--- src/rtl/crc8e_pkg.sv ---
// Package for the configurable CRC-8 engine: widths, register indexes and
// the table entry function. No dependencies; imported by configurable_crc8_engine_top.
package crc8e_pkg;

  localparam int unsigned CrcW       = 8;
  localparam int unsigned CfgIdxW    = 2;
  localparam int unsigned StateDepth = 1;
  localparam int unsigned StateAw    = 1;

  localparam logic [CrcW-1:0] CrcTopBit = 8'h80;

  typedef logic [CrcW-1:0]    crc_t;
  typedef logic [CfgIdxW-1:0] cfg_idx_t;

  // Configuration register indexes.
  localparam cfg_idx_t RegPoly    = 2'd0;
  localparam cfg_idx_t RegReflect = 2'd1;
  localparam cfg_idx_t RegInit    = 2'd2;
  localparam cfg_idx_t RegXorOut  = 2'd3;

  function automatic crc_t rev8(input crc_t v);
    crc_t r;
    for (int i = 0; i < CrcW; i++) begin
      r[i] = v[CrcW-1-i];
    end
    return r;
  endfunction

  // Eight MSB-first shift and XOR steps; in reflected mode the index and
  // the result are bit reversed around them.
  function automatic crc_t crc8_entry(input crc_t idx, input crc_t poly,
                                      input logic reflect);
    crc_t c;
    c = reflect ? rev8(idx) : idx;
    for (int i = 0; i < CrcW; i++) begin
      if ((c & CrcTopBit) != '0) begin
        c = {c[CrcW-2:0], 1'b0} ^ poly;
      end else begin
        c = {c[CrcW-2:0], 1'b0};
      end
    end
    return reflect ? rev8(c) : c;
  endfunction

endpackage

--- src/rtl/configurable_crc8_engine_top.sv ---
// Top level of the configurable CRC-8 engine: input stage, state memory
// read-modify-write with forwarding, result register. Uses crc8e_pkg, crc8e_ram.
//
// Channel   Direction  Handshake                    Contents
// s_axis    in         s_axis_tvalid/s_axis_tready  message byte, flags, resume value
// m_axis    out        m_axis_tvalid/m_axis_tready  finished CRC-8
// cfg       in         cfg_valid_i/cfg_ready_o      register index and data
//
// One byte is taken every cycle while the input side is not stalled; a result
// is registered once its last word leaves stage one. The running CRC sits in a
// one-entry memory with a registered read; writes during a read are forwarded.
// Reset clears the configuration to its defaults and the state to zero through
// a valid flag, so no clearing pass is needed. A stalled result register holds
// the input side only when the word in flight also carries a result.
module configurable_crc8_engine_top (
  input  logic                  clk_i,
  input  logic                  rst_ni,
  // tdata: resume_crc [7:0], data_byte [15:8]
  input  logic [15:0]           s_axis_tdata,
  // tuser: action [0], first_byte [1], empty_message [2]
  input  logic [2:0]            s_axis_tuser,
  input  logic                  s_axis_tlast,
  input  logic                  s_axis_tvalid,
  output logic                  s_axis_tready,
  // tdata: crc_value [7:0]
  output logic [7:0]            m_axis_tdata,
  output logic                  m_axis_tvalid,
  input  logic                  m_axis_tready,
  input  logic                  cfg_valid_i,
  output logic                  cfg_ready_o,
  input  crc8e_pkg::cfg_idx_t   cfg_index_i,
  input  crc8e_pkg::crc_t       cfg_data_i
);
  import crc8e_pkg::*;

  // Configuration registers.
  crc_t poly_q, init_q, xor_out_q;
  logic reflect_q;

  // Stage one: accepted word waiting for its state read.
  logic s1_vld_q;
  logic s1_action_q, s1_first_q, s1_last_q, s1_empty_q;
  crc_t s1_resume_q, s1_data_q;
  logic fwd_hit_q, rd_vld_q;

  // State memory bookkeeping.
  logic mem_vld_q;
  crc_t fwd_q;
  crc_t ram_rdata;
  logic ram_we;

  // Result register.
  logic out_vld_q;
  crc_t out_crc_q, out_crc_d;

  logic acc_in, s1_res, s1_adv;
  crc_t prior_crc, start_crc, crc_next;

  assign cfg_ready_o = 1'b1;

  always_ff @(posedge clk_i or negedge rst_ni) begin
    if (!rst_ni) begin
      poly_q    <= 8'h07;
      reflect_q <= 1'b0;
      init_q    <= '0;
      xor_out_q <= '0;
    end else if (cfg_valid_i) begin
      unique case (cfg_index_i)
        RegPoly:    poly_q    <= cfg_data_i;
        RegReflect: reflect_q <= cfg_data_i[0];
        RegInit:    init_q    <= cfg_data_i;
        RegXorOut:  xor_out_q <= cfg_data_i;
        default:    poly_q    <= poly_q;
      endcase
    end
  end

  assign acc_in        = s_axis_tvalid && s_axis_tready;
  assign s1_res        = s1_empty_q || s1_last_q;
  assign s1_adv        = s1_vld_q && (!s1_res || !out_vld_q || m_axis_tready);
  assign s_axis_tready = !s1_vld_q || s1_adv;
  assign ram_we        = s1_adv && !s1_empty_q;

  crc8e_ram #(
    .Width (CrcW),
    .Depth (StateDepth)
  ) u_state_ram (
    .clk_i   (clk_i),
    .we_i    (ram_we),
    .re_i    (acc_in),
    .addr_i  ({StateAw{1'b0}}),
    .wdata_i (crc_next),
    .rdata_o (ram_rdata)
  );

  // A write in the cycle of the read is not seen by the memory read port,
  // and an entry never written reads as the reset value of zero.
  always_comb begin
    if (fwd_hit_q) begin
      prior_crc = fwd_q;
    end else if (rd_vld_q) begin
      prior_crc = ram_rdata;
    end else begin
      prior_crc = '0;
    end
    if (s1_first_q) begin
      start_crc = s1_action_q ? (s1_resume_q ^ xor_out_q) : init_q;
    end else begin
      start_crc = prior_crc;
    end
    crc_next = crc8_entry(start_crc ^ s1_data_q, poly_q, reflect_q);
    if (s1_empty_q) begin
      out_crc_d = s1_action_q ? s1_resume_q : init_q;
    end else begin
      out_crc_d = crc_next ^ xor_out_q;
    end
  end

  always_ff @(posedge clk_i or negedge rst_ni) begin
    if (!rst_ni) begin
      s1_vld_q  <= 1'b0;
      fwd_hit_q <= 1'b0;
      rd_vld_q  <= 1'b0;
      mem_vld_q <= 1'b0;
      out_vld_q <= 1'b0;
    end else begin
      if (acc_in) begin
        s1_vld_q  <= 1'b1;
        fwd_hit_q <= ram_we;
        rd_vld_q  <= mem_vld_q;
      end else if (s1_adv) begin
        s1_vld_q  <= 1'b0;
      end
      if (ram_we) begin
        mem_vld_q <= 1'b1;
      end
      if (s1_adv && s1_res) begin
        out_vld_q <= 1'b1;
      end else if (m_axis_tready) begin
        out_vld_q <= 1'b0;
      end
    end
  end

  always_ff @(posedge clk_i) begin
    if (acc_in) begin
      s1_resume_q <= s_axis_tdata[7:0];
      s1_data_q   <= s_axis_tdata[15:8];
      s1_action_q <= s_axis_tuser[0];
      s1_first_q  <= s_axis_tuser[1];
      s1_empty_q  <= s_axis_tuser[2];
      s1_last_q   <= s_axis_tlast;
    end
    if (ram_we) begin
      fwd_q <= crc_next;
    end
    if (s1_adv && s1_res) begin
      out_crc_q <= out_crc_d;
    end
  end

  assign m_axis_tvalid = out_vld_q;
  assign m_axis_tdata  = out_crc_q;

  // The input side waits only behind a result that cannot leave.
  a_ready_stall: assert property (@(posedge clk_i) disable iff (!rst_ni)
    !s_axis_tready |-> (s1_vld_q && s1_res && out_vld_q && !m_axis_tready))
    else $error("input stalled without a blocked result");

  // Once a byte has been folded in, the state entry counts as written.
  a_state_written: assert property (@(posedge clk_i) disable iff (!rst_ni)
    ram_we |=> mem_vld_q)
    else $error("state write not recorded");

  // A new result only ever comes from a word leaving stage one.
  a_result_source: assert property (@(posedge clk_i) disable iff (!rst_ni)
    $rose(out_vld_q) |-> $past(s1_vld_q && s1_res))
    else $error("result appeared without a finishing word");

endmodule

--- src/rtl/crc8e_ram.sv ---
// Generic single-port synchronous RAM with a registered read.
// Standalone; used for the running CRC state of the engine.
module crc8e_ram #(
  parameter int unsigned Width = 8,
  parameter int unsigned Depth = 1,
  parameter int unsigned Aw    = (Depth > 1) ? $clog2(Depth) : 1
) (
  input  logic             clk_i,
  input  logic             we_i,
  input  logic             re_i,
  input  logic [Aw-1:0]    addr_i,
  input  logic [Width-1:0] wdata_i,
  output logic [Width-1:0] rdata_o
);

  logic [Width-1:0] mem [Depth];
  logic [Width-1:0] rdata_q;

  always_ff @(posedge clk_i) begin
    if (we_i) begin
      mem[addr_i] <= wdata_i;
    end
    if (re_i) begin
      rdata_q <= mem[addr_i];
    end
  end

  assign rdata_o = rdata_q;

endmodule
--- config.mk ---
export PLATFORM = sky130hd
export DESIGN_NAME = configurable_crc8_engine_top
export DESIGN_NICKNAME = d
export VERILOG_FILES = /design/src/rtl/crc8e_pkg.sv /design/src/rtl/configurable_crc8_engine_top.sv /design/src/rtl/crc8e_ram.sv
export SDC_FILE = /design/constraint.sdc
export NUM_CORES = 1
export LEC_CHECK = 0
export ABC_CLOCK_PERIOD_IN_PS = 5000
export BUFFER_PORTS_ARGS = -buffer_cell sky130_fd_sc_hd__buf_2
export CORE_MARGIN = 2
export CORE_UTILIZATION = 46
export DETAILED_ROUTE_END_ITERATION = 10
export PLACE_DENSITY = 0.66
export SKIP_LAST_GASP = 1
export SYNTH_ARGS = -nofsm -noshare
export SYNTH_HDL_FRONTEND = slang
export SYNTH_SLANG_ARGS = --single-unit
--- constraint.sdc ---
create_clock -name clk_i -period 5 [get_ports clk_i]
set_input_delay 1 -clock clk_i [delete_from_list [all_inputs] [get_ports clk_i]]
set_output_delay 1 -clock clk_i [all_outputs]
set_load 0.02 [all_outputs]
Yosys cells after proc, flatten, opt, wreduce, memory -nomap -nowiden --
Memories as Yosys holds them, arrays and structs flattened. A register that Yosys moved wholly into a read port is not among the register bits. Cells that the tools add are included.
Storage, ports and cells: RAM bits 8, register bits after elaboration 66, logic and storage cells 73, bits of input ports 35, memories 1
Memory list:
- u_state_ram.mem | depth 1, width 8, rd ports 1, clocked after Yosys merged registers in 1, write ports 1, line crc8e_ram.sv:16 | logic [Width-1:0] mem [Depth];
Operators by class: reduce and logical (&&, ||, !) cells 19, bitwise gates (word level) 11, eq/ne operators 3, muxes and demuxes 22
Operator list (number):
- 8-bit 2-to-1 mux | 16
- 8-bit XOR | 11
- 2-bit AND reduction | 4
- 1-bit 2-to-1 mux | 6
- 2-bit == test, second input constant | 2
- 1-bit logical AND | 4
- 1-bit logical NOT | 4
- 1-bit logical OR | 4
- 2-bit nonzero test | 2
- 2-bit by 1-bit == test with 1-bit output, second input constant | 1
- 2-bit logical NOT | 1

Depth between registers and ports, before layout --
depth after elaboration 24, depth in mapped cells 22, mapped depth without buffers 17

By module --
From an unflattened synthesis, not the netlist that was laid out.
Unflattened totals: cells, all modules 631, area, all modules 6124.6 um^2
By module, submodules not included:
- configurable_crc8_engine_top | times used 1, cells each 615, area an instance 5644.2 um^2
- crc8e_ram | times used 1, cells each 16, area an instance 480.5 um^2

Least setup slack after synthesis --
Ideal clock, no wire load.
path kind register to register, start point register s1_action_q, end point register out_crc_q[6], in the netlist m_axis_tdata[6] (data pin), cell stages (with the launch flop) 20, data arrival time 4698 ps, setup slack 39 ps, path through edfxtp_1 -> buf_4 -> or2_1 -> o211a_1 -> o21ai_2 -> nand2_2 -> a32oi_1 -> and2_4 -> buf_6 -> mux2_4 -> a211oi_4 -> o22ai_1 -> mux2_2 -> o311ai_4 -> xor2_2 -> nor3_1 -> o21ai_1 -> xnor3_2 -> and4_1 -> a2111o_1
Between the ends: longest elaborated chain between the ends 22, elaborated cells between the ends (all ways) 24
RTL lines:
- start, declared | line configurable_crc8_engine_top.sv:42 | logic s1_action_q, s1_first_q, s1_last_q, s1_empty_q;
- start signal, assigned | line configurable_crc8_engine_top.sv:149 | s1_action_q <= s_axis_tuser[0];
- 8-bit 2-to-1 mux | line configurable_crc8_engine_top.sv:107 | start_crc = s1_action_q ? (s1_resume_q ^ xor_out_q) : init_q;
- 8-bit 2-to-1 mux | line configurable_crc8_engine_top.sv:106 | if (s1_first_q) begin
- 8-bit XOR | line configurable_crc8_engine_top.sv:111 | crc_next = crc8_entry(start_crc ^ s1_data_q, poly_q, reflect_q);
- 8-bit 2-to-1 mux | line crc8e_pkg.sv:34 | c = reflect ? rev8(idx) : idx;
- 8-bit XOR | line crc8e_pkg.sv:37 | c = {c[CrcW-2:0], 1'b0} ^ poly;
- 8-bit 2-to-1 mux | line crc8e_pkg.sv:36 | if ((c & CrcTopBit) != '0) begin
- 8-bit 2-to-1 mux or 8-bit XOR (tied branches) | line crc8e_pkg.sv:36, crc8e_pkg.sv:37
- 8-bit XOR or 8-bit 2-to-1 mux (tied branches) | line crc8e_pkg.sv:37, crc8e_pkg.sv:36
- [... 7 more ...]
- 8-bit XOR or 8-bit 2-to-1 mux (tied branches) | line crc8e_pkg.sv:37, crc8e_pkg.sv:36
- 8-bit 2-to-1 mux or 8-bit XOR (tied branches) | line crc8e_pkg.sv:36, crc8e_pkg.sv:37
- 8-bit XOR or 8-bit 2-to-1 mux (tied branches) | line crc8e_pkg.sv:37, crc8e_pkg.sv:36
- 8-bit 2-to-1 mux | line crc8e_pkg.sv:36
- 8-bit 2-to-1 mux | line crc8e_pkg.sv:42 | return reflect ? rev8(c) : c;
- 8-bit XOR | line configurable_crc8_engine_top.sv:115 | out_crc_d = crc_next ^ xor_out_q;
- 8-bit 2-to-1 mux * | line configurable_crc8_engine_top.sv:112 | if (s1_empty_q) begin
- named net out_crc_d[6] | line configurable_crc8_engine_top.sv:54 | crc_t out_crc_q, out_crc_d;
- end signal, assigned | line configurable_crc8_engine_top.sv:158 | out_crc_q <= out_crc_d;
- end, declared | line configurable_crc8_engine_top.sv:54
The timed path passes the listed nets; every way through them passes the cells marked *. A chain may end at the register's enable or synchronous reset.

Worst setup path after layout --
start point register s1_action_q, end point register out_crc_q[2], in the netlist m_axis_tdata[2] (data pin)
Between the ends: longest elaborated chain between the ends 22, elaborated cells between the ends (all ways) 24
RTL lines (line):
- 8-bit 2-to-1 mux | configurable_crc8_engine_top.sv:107
- 8-bit 2-to-1 mux | configurable_crc8_engine_top.sv:106
- 8-bit XOR | configurable_crc8_engine_top.sv:111
- 8-bit 2-to-1 mux | crc8e_pkg.sv:34
- 8-bit XOR | crc8e_pkg.sv:37
- 8-bit 2-to-1 mux | crc8e_pkg.sv:36
- 8-bit XOR | crc8e_pkg.sv:37
- 8-bit 2-to-1 mux | crc8e_pkg.sv:36
- [... 7 more ...]
- 8-bit XOR or 8-bit 2-to-1 mux (tied branches) | crc8e_pkg.sv:37, crc8e_pkg.sv:36
- 8-bit 2-to-1 mux or 8-bit XOR (tied branches) | crc8e_pkg.sv:36, crc8e_pkg.sv:37
- 8-bit XOR or 8-bit 2-to-1 mux (tied branches) | crc8e_pkg.sv:37, crc8e_pkg.sv:36
- 8-bit 2-to-1 mux | crc8e_pkg.sv:36
- 8-bit 2-to-1 mux | crc8e_pkg.sv:42
- 8-bit XOR | configurable_crc8_engine_top.sv:115
- 8-bit 2-to-1 mux * | configurable_crc8_engine_top.sv:112
- named net out_crc_d[2] | configurable_crc8_engine_top.sv:54
Marks and branches as above.

==> qor.tcl <==
set qor(worstRegToRegCells) 21
set qor(postLayoutCellArea_sq_mm) 0.00807
set qor(synth_seq_area_share_pct) 35.3
set qor(worst_path_setup_slack_after_routing_ps) -118
set qor(dpl_cell_area_sq_mm) 0.00687
set qor(dp.final_hpwl_microns) 13900
set qor(timing_worst_setup_path_type) {reg2reg}
set qor(grt_pass1_vias) 5528
set qor(synth_edf_count) 44
set qor(antenna_found_initial) 0
set qor(min_path_type) {reg2reg}
set qor(area_share_of_fa_ha_maj_cells_after_synthesis_pct) 0
set qor(via_count) 5887
set qor(critical_path.max_fanout) 6
set qor(leakage_nw) 3.27
set qor(buffer_ports.inserted) 44
set qor(weighted_congestion_at_the_end_of_routability_driven_global_placement) 0.947
set qor(critical_register_to_register_path_endpoint) {m_axis_tdata[2]}
set qor(rrSetupSlack_ps) -120
set qor(drcViolationCount) 0
set qor(initial_core_util_pct) 46.8
set qor(path_clk_slew_ps) 60
set qor(cp_data_arrival_time_ps) 5260
set qor(design_power_total_mw) 6.00
set qor(worstHoldEndpoint) {u_state_ram.rdata_o[1]}
set qor(status) {finished, violations left}
set qor(finalHoldViolCount) 0
set qor(syn_inst) 622
set qor(cts-root-buf) {clkbuf_16}
set qor(drt_pre_antenna_iters) 5
set qor(core_region_area_sq_mm) 0.0126
set qor(placementRows) 41
set qor(floorplan.die.width_microns) 117
set qor(wl_microns) 20100
set qor(hp-start) {u_state_ram.mem[0][1]}
set qor(floorplan.die.height_microns) 117
set qor(cts-buffers-inserted) 9
set qor(postSynth.asyncResetShare_pct) 40.5
set qor(period_share_pct) 102
set qor(max_cap_violations) 0
set qor(timing.critical_path.to_type) {register}
set qor(complex_gate_fraction_of_the_synthesized_area_pct) 26.6
set qor(main_combinational_cell_family_by_area_after_synthesis) {compound AO/OA/AOI/OAI gates}
set qor(final_report_max_slew_violation_count) 0
set qor(area_growth_pct) 37.3
set qor(critical_path.startpoint_type) {register}
set qor(maxSlewHeadroom_pct) 23.8
set qor(total_overflow_reported_by_the_global_router) 0
set qor(wire_length_of_the_first_global_routing_pass_microns) 29500
set qor(synth_simple_gate_area_share_pct) 19.6
set qor(final_common_cell) {buf_4}
set qor(design.die.area_sq_mm) 0.0137
set qor(tritoncts) {yes}
set qor(muxShareOfSynthArea_pct) 7.87
set qor(ant_nets_after_route) 0
set qor(synthXorXnorAreaFrac_pct) 6.36
set qor(boundaryPins) 46
set qor(post-route-min-period_ps) 5120
set qor(synthesis.nets) 657
set qor(ys.flop_type) {edfxtp_1}
set qor(grt_start_max_net_pins) 31
set qor(drive_above_1_share_pct) 43.7
set qor(wire_per_inst_microns) 21.2
set qor(drt-vias-per-instance) 6.22
set qor(place_ws_ps) -350
set qor(rsz0062_at_grt) {true}
set qor(gr-usage-all-layers_pct) 28.5
set qor(layout_common_cells) {buf_4 (124), nand2_1 (48), buf_2 (44), edfxtp_1 (44), nor2_1 (35)}
set qor(htree_levels) 3
set qor(synth.distinct_cells) 96
set qor(reg2reg_from) {s1_action_q}
set qor(synthesis.yosys.warnings) 0
set qor(antenna-diode-count) 0
set qor(initialDrtViolationCount) 631
set qor(num-nets-final) 805
set qor(synth_area_per_inst_sq_um) 9.45
set qor(fin_worst_skew_ps) 8.15
set qor(fmax_mhz) 195
set qor(crit_required_ps) 5140
set qor(post_synth_instance_area_sq_mm) 0.00588
set qor(min_delay_path_depth) 0
set qor(post_synthesis_register_bit_count) 74
set qor(vdd_drop_max_mv) 0.497
set qor(final_cell_utilization_of_the_core_pct) 64.2
set qor(measured_slew_at_the_worst_slew_check_pin_ps) 1140
set qor(clock_sink_count) 74
set qor(power-per-cell-area_mw_per_mm2) 744
set qor(clock_path_buffers) 2
set qor(insertion_delay_to_the_later_sink_of_the_worst_skew_pair_ps) 340
set qor(setup_viol) 7
set qor(hold_slack_ps) 455
set qor(violations_in_the_final_reports) {negative setup slack}
[worst max-delay path by stage]
stage,from,to,cells past startpoint
2_1_floorplan,s1_action_q,m_axis_tdata[6],19
3_3_place_gp,s1_action_q,m_axis_tdata[6],19
3_5_place_dp,s1_action_q,m_axis_tdata[6],20
4_1_cts,s1_action_q,m_axis_tdata[5],19
5_1_grt,s1_action_q,m_axis_tdata[2],24
6_report,s1_action_q,m_axis_tdata[2],21
[area by class of cell]
| type | count | area [sq um] |
|---|---|---|
| sequential | 74 | 2080 |
| multi-input combinational | 492 | 4120 |
| clock inverter | 6 | 90.1 |
| inverter | 15 | 58.8 |
| clock buffer | 10 | 239 |
| timing repair buffer | 178 | 1270 |
| tap | 172 | 215 |
| fill | 961 | 4500 |
[power breakdown]
part / total [mW] / internal (mW) / switching, mW
sequential: 0.977 / 0.857 / 0.120
clock: 0.707 / 0.451 / 0.256
combinational: 4.32 / 2.11 / 2.21
[worst max-delay path: stages, from the launching register on]
cell,delay [ps]
edfxtp_1,420
buf_6,160
or2_4,230
o211a_1,150
o21ai_4,200
buf_6,150
a21oi_1,110
o32a_4,430
and2_4,160
buf_4,140
nand2_4,80
o2111ai_4,140
xnor2_2,290
xnor3_2,450
or3_4,350
a21o_1,220
and4_4,190
buf_4,150
a2111oi_4,330
a31oi_2,100
and4_1,190
o31ai_2,260
[state kept, by name, indices dropped and copies added, names as in the netlist, 8 cells and up]
signal               count
m_axis_tdata             8
s1_resume_q              8
init_q                   8
s1_data_q                8
poly_q                   8
u_state_ram.mem          8
u_state_ram.rdata_o      8
xor_out_q                8
[cell families after synthesis]
| family | Yosys count |
|---|---|
| AND/OR/NAND/NOR | 213 |
| AO/OA/AOI/OAI | 205 |
| flip-flops | 74 |
| buffers and inverters | 56 |
| multiplexers | 42 |
| XOR/XNOR | 31 |
| other | 1 |
[synth_stat cells (7+ instances only)]
cell type	n	share of area, %
nand2_1	52	3.3
edfxtp_1	44	22
nor2_1	36	2.3
o21ai_0	34	2.9
dfrtp_1	27	11
mux2_2	26	5.0
nand3_1	26	2.2
a21oi_1	24	2.0
clkbuf_1	23	1.5
o211ai_1	17	2.2
a211oi_1	16	2.0
mux2i_1	14	2.4
xnor2_1	14	2.1
a211o_1	12	1.8
inv_1	12	0.77
nor2b_1	12	1.3
buf_2	11	0.94
and3_1	10	1.1
a31oi_1	9	0.96
nand3b_1	9	1.1
and2_1	8	0.85
nand2b_1	8	0.85
nor3_1	8	0.68
o211a_1	8	1.4
or3_1	8	0.85
xnor2_2	7	1.9
[timing repair]
item                                    in CTS  in global routing
gates resized for setup                     34                 91
hold buffers                                 0                  0
endpoints found under the setup margin      14                 16
pin swaps                                   13                 36
setup buffers                                7                 28
gates cloned                                 1                  0
[stage by stage]
step	instances	setup TNS, ps
after global routing	947	-2060
after floorplan	622	0
after global placement	895	-1670
after CTS	919	-110
after detailed placement	895	-2560
final	947	-451
[metal layers]
| layer | part of all wire, % | global-route usage [%] | vias up |
|---|---|---|---|
| li1 | - | - | 2683 |
| met1 | 43 | 39.5 | 2897 |
| met2 | 48 | 46.2 | 272 |
| met3 | 7.1 | 5.46 | 35 |
| met4 | 1.7 | 6.98 | 0 |
| met5 | 0 | 0 | - |
Note: power is estimated with default switching activity, not from simulation.
